`src/sv/mlfq_pkg.sv`:
```
// ----------------------------------------------------------------------------
// mlfq_pkg
// Shared types, codes and helpers of the feedback-queue scheduler.
// ----------------------------------------------------------------------------
package mlfq_pkg;

  localparam int SLOTS_DEF = 64;
  localparam int NUM_LEVELS = 4;

  localparam logic [1:0] LOWEST_LEVEL = 2'd3;

  localparam logic [2:0] ST_UNUSED   = 3'd0;
  localparam logic [2:0] ST_USED     = 3'd1;
  localparam logic [2:0] ST_SLEEPING = 3'd2;
  localparam logic [2:0] ST_RUNNABLE = 3'd3;
  localparam logic [2:0] ST_RUNNING  = 3'd4;
  localparam logic [2:0] ST_ZOMBIE   = 3'd5;

  localparam logic [2:0] F_ALLOC    = 3'd0;
  localparam logic [2:0] F_RUNNABLE = 3'd1;
  localparam logic [2:0] F_TICK     = 3'd2;
  localparam logic [2:0] F_PICK     = 3'd3;
  localparam logic [2:0] F_SLEEP    = 3'd4;
  localparam logic [2:0] F_WAKE     = 3'd5;
  localparam logic [2:0] F_EXIT     = 3'd6;
  localparam logic [2:0] F_FREE     = 3'd7;

  localparam logic [1:0] STAT_OK      = 2'd0;
  localparam logic [1:0] STAT_NO_FREE = 2'd1;
  localparam logic [1:0] STAT_IDLE    = 2'd2;

  localparam logic [2:0] CFG_Q0    = 3'd0;
  localparam logic [2:0] CFG_Q1    = 3'd1;
  localparam logic [2:0] CFG_Q2    = 3'd2;
  localparam logic [2:0] CFG_Q3    = 3'd3;
  localparam logic [2:0] CFG_BOOST = 3'd4;

  localparam logic [7:0]  Q0_RST    = 8'd4;
  localparam logic [7:0]  Q1_RST    = 8'd8;
  localparam logic [7:0]  Q2_RST    = 8'd16;
  localparam logic [7:0]  Q3_RST    = 8'd32;
  localparam logic [15:0] BOOST_RST = 16'd200;

  typedef struct packed {
    logic [2:0]  func;
    logic [5:0]  slot;
    logic [15:0] channel;
  } in_t;

  typedef struct packed {
    logic [1:0] status;
    logic [5:0] chosen_slot;
    logic       preempt;
    logic [1:0] current_level;
  } out_t;

  typedef struct packed {
    logic [2:0]  state;
    logic [1:0]  level;
    logic [7:0]  ticks;
    logic [7:0]  run;
    logic [15:0] channel;
  } rec_t;

  typedef logic [NUM_LEVELS-1:0][7:0] quanta_t;

  typedef struct packed {
    logic [2:0]  func;
    logic        boost;
    rec_t        rec;
    logic [15:0] channel;
    logic [1:0]  serving;
    logic        tick_due;
    quanta_t     quantum;
  } alu_in_t;

  typedef struct packed {
    logic we;
    rec_t rec;
    logic preempt;
  } alu_out_t;

  function automatic logic [7:0] quantum_of(quanta_t q, logic [1:0] lvl);
    logic [7:0] v;
    v = q[lvl];
    return (v == 8'd0) ? 8'd1 : v;
  endfunction

endpackage

```
`src/sv/mlfq_slot_table.sv`:
```
// ----------------------------------------------------------------------------
// mlfq_slot_table
// Task slot record memory with per-entry valid bits; unwritten entries
// read as an unused slot.
// ----------------------------------------------------------------------------
module mlfq_slot_table #(
  parameter int SLOTS = mlfq_pkg::SLOTS_DEF,
  parameter int IW = 6
) (
  input  logic            clk,
  input  logic            rst,
  input  logic            rd_en,
  input  logic [IW-1:0]   rd_addr,
  output mlfq_pkg::rec_t  rd_data,
  input  logic            wr_en,
  input  logic [IW-1:0]   wr_addr,
  input  mlfq_pkg::rec_t  wr_data
);
  import mlfq_pkg::*;

  rec_t             mem [SLOTS];
  logic [SLOTS-1:0] vld;
  rec_t             rd_raw;
  logic             rd_vld;

  always_ff @(posedge clk) begin
    if (wr_en) begin
      mem[wr_addr] <= wr_data;
    end
    if (rd_en) begin
      rd_raw <= mem[rd_addr];
    end
  end

  always_ff @(posedge clk) begin
    if (rst) begin
      vld    <= '0;
      rd_vld <= 1'b0;
    end else begin
      if (wr_en) begin
        vld[wr_addr] <= 1'b1;
      end
      if (rd_en) begin
        rd_vld <= vld[rd_addr];
      end
    end
  end

  always_comb begin
    rd_data = rd_raw;
    if (!rd_vld) begin
      rd_data.state = ST_UNUSED;
      rd_data.level = 2'd0;
      rd_data.ticks = 8'd0;
      rd_data.run   = 8'd0;
    end
  end

endmodule

```
`src/sv/mlfq_slot_alu.sv`:
```
// ----------------------------------------------------------------------------
// mlfq_slot_alu
// Shared slot record update unit: applies one command to one record.
// ----------------------------------------------------------------------------
module mlfq_slot_alu (
  input  mlfq_pkg::alu_in_t  ai,
  output mlfq_pkg::alu_out_t ao
);
  import mlfq_pkg::*;

  rec_t       r;
  logic [7:0] t;
  logic [7:0] rc;
  logic [7:0] cap;

  always_comb begin
    r   = ai.rec;
    t   = r.ticks - 8'd1;
    rc  = r.run + 8'd1;
    cap = quantum_of(ai.quantum, LOWEST_LEVEL);
    ao  = '0;
    ao.rec = r;
    if (ai.boost) begin
      ao.we        = 1'b1;
      ao.rec.level = 2'd0;
      ao.rec.ticks = quantum_of(ai.quantum, 2'd0);
      ao.rec.run   = 8'd0;
    end else begin
      case (ai.func)
        F_ALLOC: begin
          if (r.state == ST_UNUSED) begin
            ao.we        = 1'b1;
            ao.rec.state = ST_USED;
            ao.rec.level = 2'd0;
            ao.rec.ticks = quantum_of(ai.quantum, 2'd0);
            ao.rec.run   = 8'd0;
          end
        end
        F_RUNNABLE: begin
          if (r.state == ST_USED || r.state == ST_RUNNING) begin
            ao.we        = 1'b1;
            ao.rec.state = ST_RUNNABLE;
          end
        end
        F_TICK: begin
          if (r.state == ST_RUNNING) begin
            ao.we        = 1'b1;
            ao.rec.ticks = t;
            ao.rec.run   = rc;
            if (ai.tick_due) begin
              ao.preempt = 1'b1;
            end else if (t != 8'd0) begin
              ao.preempt = 1'b0;
            end else if (r.level != LOWEST_LEVEL) begin
              ao.rec.level = r.level + 2'd1;
              ao.rec.ticks = quantum_of(ai.quantum, r.level + 2'd1);
              ao.rec.run   = 8'd0;
              ao.preempt   = 1'b1;
            end else if (rc < cap) begin
              ao.rec.ticks = cap - rc;
            end else begin
              ao.rec.ticks = cap;
              ao.rec.run   = 8'd0;
              ao.preempt   = 1'b1;
            end
            if (ao.preempt) begin
              ao.rec.state = ST_RUNNABLE;
            end
          end
        end
        F_PICK: begin
          if (r.state == ST_RUNNABLE && r.level == ai.serving) begin
            ao.we        = 1'b1;
            ao.rec.state = ST_RUNNING;
          end
        end
        F_SLEEP: begin
          if (r.state == ST_RUNNING) begin
            ao.we          = 1'b1;
            ao.rec.state   = ST_SLEEPING;
            ao.rec.channel = ai.channel;
          end
        end
        F_WAKE: begin
          if (r.state == ST_SLEEPING && r.channel == ai.channel) begin
            ao.we        = 1'b1;
            ao.rec.state = ST_RUNNABLE;
          end
        end
        F_EXIT: begin
          if (r.state != ST_UNUSED) begin
            ao.we        = 1'b1;
            ao.rec.state = ST_ZOMBIE;
          end
        end
        default: begin
          ao.we        = 1'b1;
          ao.rec.state = ST_UNUSED;
          ao.rec.level = 2'd0;
          ao.rec.ticks = 8'd0;
          ao.rec.run   = 8'd0;
        end
      endcase
    end
  end

endmodule

```
`src/sv/mlfq_process_scheduler_top.sv`:
```
// Slot commands read and update one record; alloc and wake visit the slots
// in turn (up to SLOTS); pick scans the slots with a pass end after each full
// scan, and a priority boost first visits every slot. One item at a time; the single
// read port of the slot memory and the shared update unit serialize the work.
// Reset (rst, synchronous): all slots unused, registers at defaults, no clearing pass.
// ----------------------------------------------------------------------------
// mlfq_process_scheduler_top
// Four-level feedback-queue scheduler: sequencer over the slot table.
// ----------------------------------------------------------------------------
module mlfq_process_scheduler_top #(
  parameter int SLOTS = mlfq_pkg::SLOTS_DEF
) (
  input  logic           clk,
  input  logic           rst,
  input  logic           cfg_we,
  input  logic [2:0]     cfg_idx,
  input  logic [15:0]    cfg_wdata,
  input  logic           in_valid,
  output logic           in_ready,
  input  mlfq_pkg::in_t  in_data,
  output logic           out_valid,
  input  logic           out_ready,
  output mlfq_pkg::out_t out_data
);
  import mlfq_pkg::*;

  localparam int IW = (SLOTS > 1) ? $clog2(SLOTS) : 1;
  localparam int PW = $clog2(SLOTS + 1);

  localparam logic [2:0] S_IDLE = 3'd0;
  localparam logic [2:0] S_RD   = 3'd1;
  localparam logic [2:0] S_EV   = 3'd2;
  localparam logic [2:0] S_SCAN = 3'd3;
  localparam logic [2:0] S_PEND = 3'd4;

  logic [2:0]    state;
  logic [2:0]    func;
  logic [15:0]   chan;
  logic          boosting;
  logic [PW-1:0] idx;
  logic [PW-1:0] scan_ptr;
  logic          pass_found;
  logic [1:0]    serving;
  logic [15:0]   gticks;
  logic [PW-1:0] rcnt [NUM_LEVELS];
  quanta_t       quantum;
  logic [15:0]   bperiod;
  logic [1:0]    res_status;
  logic [5:0]    res_chosen;
  logic          res_preempt;

  logic          rd_en;
  logic [IW-1:0] rd_addr;
  rec_t          rd_data;
  alu_in_t       ai;
  alu_out_t      ao;
  logic [15:0]   gt_inc;
  logic          any_run;
  logic          pass_end;
  logic          last;
  logic          wr_en;
  logic          slot_ok;
  logic [PW-1:0] rtotal;
  logic [1:0]    min_level;

  assign in_ready = (state == S_IDLE);
  assign gt_inc   = (gticks == 16'hFFFF) ? gticks : gticks + 16'd1;
  assign any_run  = (rcnt[0] != '0) || (rcnt[1] != '0) || (rcnt[2] != '0) || (rcnt[3] != '0);
  assign rtotal   = PW'(rcnt[0] + rcnt[1] + rcnt[2] + rcnt[3]);
  assign pass_end = (scan_ptr >= PW'(SLOTS));
  assign last     = (idx == PW'(SLOTS - 1));
  assign slot_ok  = (32'(in_data.slot) < SLOTS);
  assign rd_en    = (state == S_RD) || (state == S_SCAN && !pass_end);
  assign rd_addr  = (state == S_RD) ? idx[IW-1:0] : scan_ptr[IW-1:0];
  assign wr_en    = (state == S_EV) && ao.we;

  always_comb begin
    if (rcnt[0] != '0) begin
      min_level = 2'd0;
    end else if (rcnt[1] != '0) begin
      min_level = 2'd1;
    end else if (rcnt[2] != '0) begin
      min_level = 2'd2;
    end else begin
      min_level = LOWEST_LEVEL;
    end
  end

  always_comb begin
    ai.func     = func;
    ai.boost    = boosting;
    ai.rec      = rd_data;
    ai.channel  = chan;
    ai.serving  = serving;
    ai.tick_due = (gt_inc >= bperiod);
    ai.quantum  = quantum;
  end

  mlfq_slot_table #(.SLOTS(SLOTS), .IW(IW)) u_table (
    .clk     (clk),
    .rst     (rst),
    .rd_en   (rd_en),
    .rd_addr (rd_addr),
    .rd_data (rd_data),
    .wr_en   (wr_en),
    .wr_addr (idx[IW-1:0]),
    .wr_data (ao.rec)
  );

  mlfq_slot_alu u_alu (
    .ai (ai),
    .ao (ao)
  );

  always_ff @(posedge clk) begin
    if (rst) begin
      state      <= S_IDLE;
      boosting   <= 1'b0;
      scan_ptr   <= '0;
      pass_found <= 1'b0;
      serving    <= 2'd0;
      gticks     <= 16'd0;
      for (int l = 0; l < NUM_LEVELS; l++) begin
        rcnt[l] <= '0;
      end
      quantum    <= {Q3_RST, Q2_RST, Q1_RST, Q0_RST};
      bperiod    <= BOOST_RST;
      out_valid  <= 1'b0;
    end else begin
      if (cfg_we) begin
        case (cfg_idx)
          CFG_Q0:    quantum[0] <= cfg_wdata[7:0];
          CFG_Q1:    quantum[1] <= cfg_wdata[7:0];
          CFG_Q2:    quantum[2] <= cfg_wdata[7:0];
          CFG_Q3:    quantum[3] <= cfg_wdata[7:0];
          CFG_BOOST: bperiod    <= cfg_wdata;
          default: ;
        endcase
      end

      if (state == S_PEND && (!out_valid || out_ready)) begin
        out_valid <= 1'b1;
      end else if (out_ready) begin
        out_valid <= 1'b0;
      end

      if (wr_en && !boosting) begin
        for (int l = 0; l < NUM_LEVELS; l++) begin
          rcnt[l] <= rcnt[l]
            + PW'((ao.rec.state == ST_RUNNABLE) && (ao.rec.level == 2'(l)))
            - PW'((rd_data.state == ST_RUNNABLE) && (rd_data.level == 2'(l)));
        end
      end

      case (state)
        S_IDLE: begin
          if (in_valid) begin
            func        <= in_data.func;
            chan        <= in_data.channel;
            res_status  <= STAT_OK;
            res_chosen  <= 6'd0;
            res_preempt <= 1'b0;
            idx         <= '0;
            case (in_data.func)
              F_ALLOC, F_WAKE: state <= S_RD;
              F_PICK: begin
                if (!any_run) begin
                  res_status <= STAT_IDLE;
                  state      <= S_PEND;
                end else if (gticks >= bperiod) begin
                  gticks     <= 16'd0;
                  serving    <= 2'd0;
                  scan_ptr   <= '0;
                  pass_found <= 1'b0;
                  rcnt[0]    <= rtotal;
                  rcnt[1]    <= '0;
                  rcnt[2]    <= '0;
                  rcnt[3]    <= '0;
                  boosting   <= 1'b1;
                  state      <= S_RD;
                end else begin
                  state <= S_SCAN;
                end
              end
              default: begin
                if (slot_ok) begin
                  idx   <= PW'(in_data.slot);
                  state <= S_RD;
                end else begin
                  state <= S_PEND;
                end
              end
            endcase
          end
        end
        S_RD: state <= S_EV;
        S_SCAN: begin
          if (pass_end) begin
            if (!pass_found) begin
              serving <= (serving != LOWEST_LEVEL) ? serving + 2'd1 : min_level;
            end
            scan_ptr   <= '0;
            pass_found <= 1'b0;
          end else begin
            idx      <= scan_ptr;
            scan_ptr <= scan_ptr + PW'(1);
            state    <= S_EV;
          end
        end
        S_EV: begin
          if (boosting) begin
            if (last) begin
              boosting <= 1'b0;
              state    <= S_SCAN;
            end else begin
              idx   <= idx + PW'(1);
              state <= S_RD;
            end
          end else begin
            case (func)
              F_ALLOC: begin
                if (ao.we) begin
                  res_chosen <= 6'(idx);
                  serving    <= 2'd0;
                  state      <= S_PEND;
                end else if (last) begin
                  res_status <= STAT_NO_FREE;
                  state      <= S_PEND;
                end else begin
                  idx   <= idx + PW'(1);
                  state <= S_RD;
                end
              end
              F_WAKE: begin
                if (ao.we && rd_data.level < serving) begin
                  serving <= rd_data.level;
                end
                if (last) begin
                  state <= S_PEND;
                end else begin
                  idx   <= idx + PW'(1);
                  state <= S_RD;
                end
              end
              F_PICK: begin
                if (ao.we) begin
                  pass_found <= 1'b1;
                  res_chosen <= 6'(idx);
                  state      <= S_PEND;
                end else begin
                  state <= S_SCAN;
                end
              end
              F_TICK: begin
                if (ao.we) begin
                  gticks      <= gt_inc;
                  res_preempt <= ao.preempt;
                end
                state <= S_PEND;
              end
              default: state <= S_PEND;
            endcase
          end
        end
        S_PEND: begin
          if (!out_valid || out_ready) begin
            state <= S_IDLE;
          end
        end
        default: state <= S_IDLE;
      endcase
    end
  end

  always_ff @(posedge clk) begin
    if (state == S_PEND && (!out_valid || out_ready)) begin
      out_data.status        <= res_status;
      out_data.chosen_slot   <= res_chosen;
      out_data.preempt       <= res_preempt;
      out_data.current_level <= serving;
    end
  end

endmodule

```
`config.mk`:
```
export PLATFORM = sky130hd
export DESIGN_NAME = mlfq_process_scheduler_top
export DESIGN_NICKNAME = d
export VERILOG_FILES = /design/src/sv/mlfq_pkg.sv /design/src/sv/mlfq_slot_table.sv /design/src/sv/mlfq_slot_alu.sv /design/src/sv/mlfq_process_scheduler_top.sv
export SDC_FILE = /design/constraint.sdc
export NUM_CORES = 2
export LEC_CHECK = 0
export BUFFER_PORTS_ARGS = -buffer_cell sky130_fd_sc_hd__buf_4
export CAP_MARGIN = 30
export CORE_ASPECT_RATIO = 2
export CORE_MARGIN = 4
export CORE_UTILIZATION = 60
export DETAILED_ROUTE_END_ITERATION = 12
export PLACE_DENSITY_LB_ADDON = 0.08
export SYNTH_ARGS = -nofsm -noshare
export SYNTH_HDL_FRONTEND = slang
export SYNTH_HIERARCHICAL = 1
export SYNTH_SLANG_ARGS = --single-unit
```
`constraint.sdc`:
```
create_clock -name clk -period 15.95 [get_ports clk]
set_clock_uncertainty 0.2 [all_clocks]
set_input_delay 3.19 -clock clk [delete_from_list [all_inputs] [get_ports clk]]
set_output_delay 3.19 -clock clk [all_outputs]
set_load 0.02 [all_outputs]
```
* Word-level counts from Yosys, hierarchy flattened
Memories as Yosys holds them, arrays and structs flattened. A register that Yosys moved wholly into a read port is not among the register bits. Cells that the tools add are included.
Operators by class: add/subtract/negate cells 19, $lt $le $gt $ge 9, eq/ne operators 54, mux-type cells 151, bitwise gates (word level) 10, reduce and logical (&&, ||, !) cells 64
Operators with widths (number):
- $mux W16 | 11
- $mux W7 | 18
- $or A64 B64 Y64 | 1
- $mux W18 | 3
- $pmux W18 S3 | 1
- $mux W8 | 6
- $mux W1 | 47
- $mux W2 | 22
- $mux W22 | 2
- $mux W6 | 6
- $mux W3 | 11
- $ge A16 B16 Y1 | 2
- $pmux W16 S2 | 1
- $eq A3 B2 Y1 const B | 10
- $add A7 B1 Y7 | 4
- $pmux W4 S7 | 1
- $pmux W7 S2 | 2
- $reduce_bool A7 Y1 | 4
- $sub A7 B1 Y7 | 4
- $logic_not A8 Y1 | 3
- $ne A2 B2 Y1 const B | 12
- $add A7 B7 Y7 | 3
- $eq A3 B3 Y1 const B | 7
- $mux W21 | 1
- 58 further kinds | 125
Storage, ports and cells: bits in registers 190, RAM bits 2396, input port bits 49, output and inout bits 13, word-level logic and storage cells 333, memories kept 2
Memory list:
- u_table.mem | depth 64, width 37, read ports 1, clocked after memory_dff 1, wr ports 1, line mlfq_slot_table.sv:21 | rec_t mem [SLOTS];
- rcnt | depth 4, width 7, read ports 4, clocked after memory_dff 0, wr ports 4, line mlfq_process_scheduler_top.sv:45 | logic [PW-1:0] rcnt [NUM_LEVELS];

* Logic depth before layout (Yosys ltp)
depth in word-level cells 21, mapped depth 32, depth with buffers taken out 30

* Modules after synthesis
Netlist, hierarchy kept.
By module, submodules not included:
- mlfq_slot_table | instances 1, cells each 3897, area an instance 93497.2 um^2, sequential area each 73520.5 um^2
- mlfq_process_scheduler_top | instances 1, cells each 953, area an instance 9021.2 um^2, sequential area each 3733.6 um^2
- mlfq_slot_alu | instances 1, cells each 355, area an instance 2517.4 um^2, sequential area each 0.0 um^2

* Worst setup path after synthesis
No wires, ideal clock.
path kind reg-to-reg, start point register gticks[0], end point memory rcnt[3][6] (netlist bit), setup time 58 ps, arrival 6835 ps, required time 15692 ps, slack 8857 ps, cell stages (with the launch flop) 31, clock period less this slack 7093 ps, cell sequence dfxtp_1 ha_1 nand3_1 nor3_2 nand2_1 clkbuf_1 nand3_1 xnor2_1 ha_1 a21o_1 a21o_1 a21oi_1 nor2_1 a211oi_1 o21ai_0 o21bai_1 nor4bb_1 buf_2 nand2_1 nor2_1 a21oi_1 nor2_1 and3_1 ha_1 fa_1 a21oi_1 o21bai_1 a2111oi_0 or4_1 o21ai_0 a21o_1
RTL lines:
- start, declared | line mlfq_process_scheduler_top.sv:44 | logic [15:0] gticks;
- start signal, assigned | line mlfq_process_scheduler_top.sv:256 | gticks <= gt_inc;
- end, declared | line mlfq_process_scheduler_top.sv:45

==> metrics <==
initial antenna violation count 9; Area Overhead vs Synth 11.01%; Final Hold Fails 0; # setup viols final 0; clock-pin slew on the worst setup and hold paths 0.07 ns; Worst IR Drop VDD 85.51 uV; CTS sink cnt 2623; Psw 2938 uW; routed len/inst ~36 microns; WHS Path Cells 0; Starting Density 0.6026; power consumption 13860 uW; Synth top cells by count 2472 x edfxtp_1, 724 x mux4_2, 271 x nor2_1; Vias 53350; HP Start res_chosen[2]; RD Place Congestion about 0.91; # nets final 5538; die area 182200 sq um; HP Class flip-flop to flip-flop; internal cell power about 11000 uW; Bufs on Longest Clock Path 4; hold-fix buffers at CTS 0; Slew Limit Fails 0; CP Class flip-flop to flip-flop; synthesized area 105000 sq um; non-filler instance count after layout 7862; clock latency on the worst-skew pair 0.86 ns; most frequent cell after synthesis edfxtp_1; Avg Inst Size Synth 20.18 sq um; top cell type by total area after synthesis edfxtp_1; worst slew pin tran 1.268 ns; R2R depth 29; # resized after CTS 0; first-pass GRT wire length 398.5 mm; vias in the first global route 54390; Post-Route Utilization 0.6689; maximum clock rate roughly 130 MHz; final WL approximately 280 mm; register-to-register setup slack between 8 and 9 ns; FP Rows 217; LEAKAGE 0.03627 uW; max-cap violations 0; Max stage delay on crit path 0.55 ns; WP data required 16.47 ns; Via density 6.786; Logic pwr share 0.061; endpoint type of the worst setup path flip-flop; initial DRC count 6043; FF-to-FF End rcnt[3][6]; share of layout cells above drive strength 1 0.2580; sequential area share after synthesis 0.7355; # Post-CTS Setup Buffers 0; Worst Hold End out_data[5]; Root Driver clkbuf_16; GRT Residual Overflow 0; IO Pins 62; fin crit share 0.4776; Post-Place Cells between 7000 and 8000; run status finished, final reports clean; setup TNS 0 ns; unique cell type count in the Yosys netlist 103; category of the worst setup path launch point flip-flop; slowest CP cell or4bb_1; Synth Flop Type edfxtp_1; RSZ-0062 raised after global routing no; DPL Wire Length 156.9 mm; Die Ht 599.7 microns; syn_nets 5364; clock share of power 0.392; CTS tree done; maximum fanout along the worst path 68; largest net degree at the start of global routing 112; fin crit period 7.618 ns; Routed Antenna Nets 0; Die W 303.9 microns; Synth top area share 0.7067; Yosys reg bits 2623; Syn Inst Count 5205; EDFF count, synth between 2000 and 2500; core area between 150000 and 200000 sq um; Port Buffer Count 61; power per cell area 118.9 nW/um^2; sequential power share 0.548; gr usage total 0.3097; Remaining DRCs 0; top cells by area, synth edfxtp_1 71%, mux4_2 16%, dfxtp_1 2.9%; fillers 11470; total CTS buffers 218; TritonRoute pass-1 iters 5; async set or reset register ratio after synthesis 0; Syn. warnings 6; Rel. slew slack 0.1546; Critical Path AT 8.14 ns; H-tree lvl count 4; worst reg2reg path startpoint gticks[0]; Switching Fraction 0.2120
==> metrics by stage <==
stage	setup slack (ns)	instance area [sq um]	hold slack [ns]
global route	7.948	116600	0.2227
floorplan	8.857	105000	0.2003
detailed placement	8.411	109400	0.2045
global placement	8.605	108900	0.2021
finish	8.332	116600	0.2160
CTS	8.371	116500	0.2163
==> worst max path at each step <==
stage,slack [ns],to,depth (start not counted),from
4_1_cts,8.37,rcnt[3][6],29,gticks[0]
2_1_floorplan,8.86,rcnt[3][6],30,gticks[0]
5_1_grt,7.95,rcnt[3][6],29,gticks[0]
6_report,8.33,rcnt[3][6],29,gticks[0]
3_3_place_gp,8.61,rcnt[3][6],29,gticks[0]
3_5_place_dp,8.41,rcnt[3][6],29,gticks[0]
==> worst max-delay path: cells and delay by family (launching register included) <==
| kind | cells | cell delay, ns |
|---|---|---|
| buf+inv | 1 | 0.30 |
| fa+ha+maj | 4 | 1.14 |
| xor+xnor | 1 | 0.14 |
| compound gates | 13 | 2.65 |
| simple gates | 10 | 2.46 |
| flops | 1 | 0.47 |
==> area by class of cell <==
type | count | area (sq um) | share of cell area
sequential | 2623 | 77250 | 0.6625
timing repair buffer | 237 | 2193 | 0.01881
antenna | 8 | 20.02 | 0.0001717
tap | 2299 | 2877 | 0.02467
clock inverter | 119 | 1276 | 0.01095
multi-input combinational | 2201 | 26770 | 0.2296
inverter | 98 | 367.9 | 0.003155
clock buffer | 277 | 5847 | 0.05014
==> routing by layer <==
layer,GRT usage,vias up,share of wire
met3,0.03657,645,0.069
met2,0.5442,2427,0.53
li1,-,21720,-
met1,0.3770,28560,0.34
met4,0.1740,2,0.070
met5,0,-,0.000046
==> power groups by stage <==
stage               Clock (uW)  Combinational, uW  Sequential [uW]
global route              5790                890             7590
detailed placement           0                842             7740
CTS                       5520                843             7590
global placement             0                811             7740
finish                    5430                839             7590
floorplan                    0                555             7730
==> placed cells by master (no fill, tap or decap), types with 21 or more instances in the layout <==
| cell | n |
|---|---|
| clkinv_1 | 42 |
| clkinv_2 | 33 |
| xor2_1 | 45 |
| nor2_4 | 70 |
| a22oi_1 | 109 |
| clkbuf_16 | 223 |
| o21ai_0 | 49 |
| dfxtp_1 | 151 |
| xnor2_1 | 39 |
| clkbuf_1 | 47 |
| edfxtp_1 | 2472 |
| inv_1 | 97 |
| buf_4 | 207 |
| mux2_2 | 25 |
| a221oi_1 | 22 |
| nand2_1 | 212 |
| and2_1 | 40 |
| mux4_2 | 724 |
| a22o_1 | 29 |
| a21o_1 | 21 |
| nand3_1 | 52 |
| nor3_1 | 25 |
| bufinv_16 | 27 |
| ha_1 | 93 |
| a21oi_1 | 123 |
| nor2_1 | 203 |
==> registers in the layout, summed over array words and instances (netlist names), 2 cells and up <==
signal / cells
u_table/mem: 2368
u_table/vld: 64
ai: 32
rcnt: 28
u_table/rd_raw: 21
bperiod: 16
chan: 16
gticks: 16
u_table/rd_data: 16
out_data: 11
idx: 7
scan_ptr: 7
res_chosen: 6
func: 3
state: 3
res_status: 2
serving: 2
==> kinds of logic (layout without fill, tap and decap cells) <==
family                     Yosys count  after routing  synth area share
xor gates and xnor gates            87             87          0.007469
adders and majority gates          110            110           0.01432
buffers and inverters              381            731           0.01690
other                                0              8                 0
muxes                              770            770            0.1601
DFF                               2623           2623            0.7355
AOI/OAI and AO/OA                  474            474           0.03166
and+or+nand+nor                    760            760           0.03404
Power figures use the tool's default switching activity.
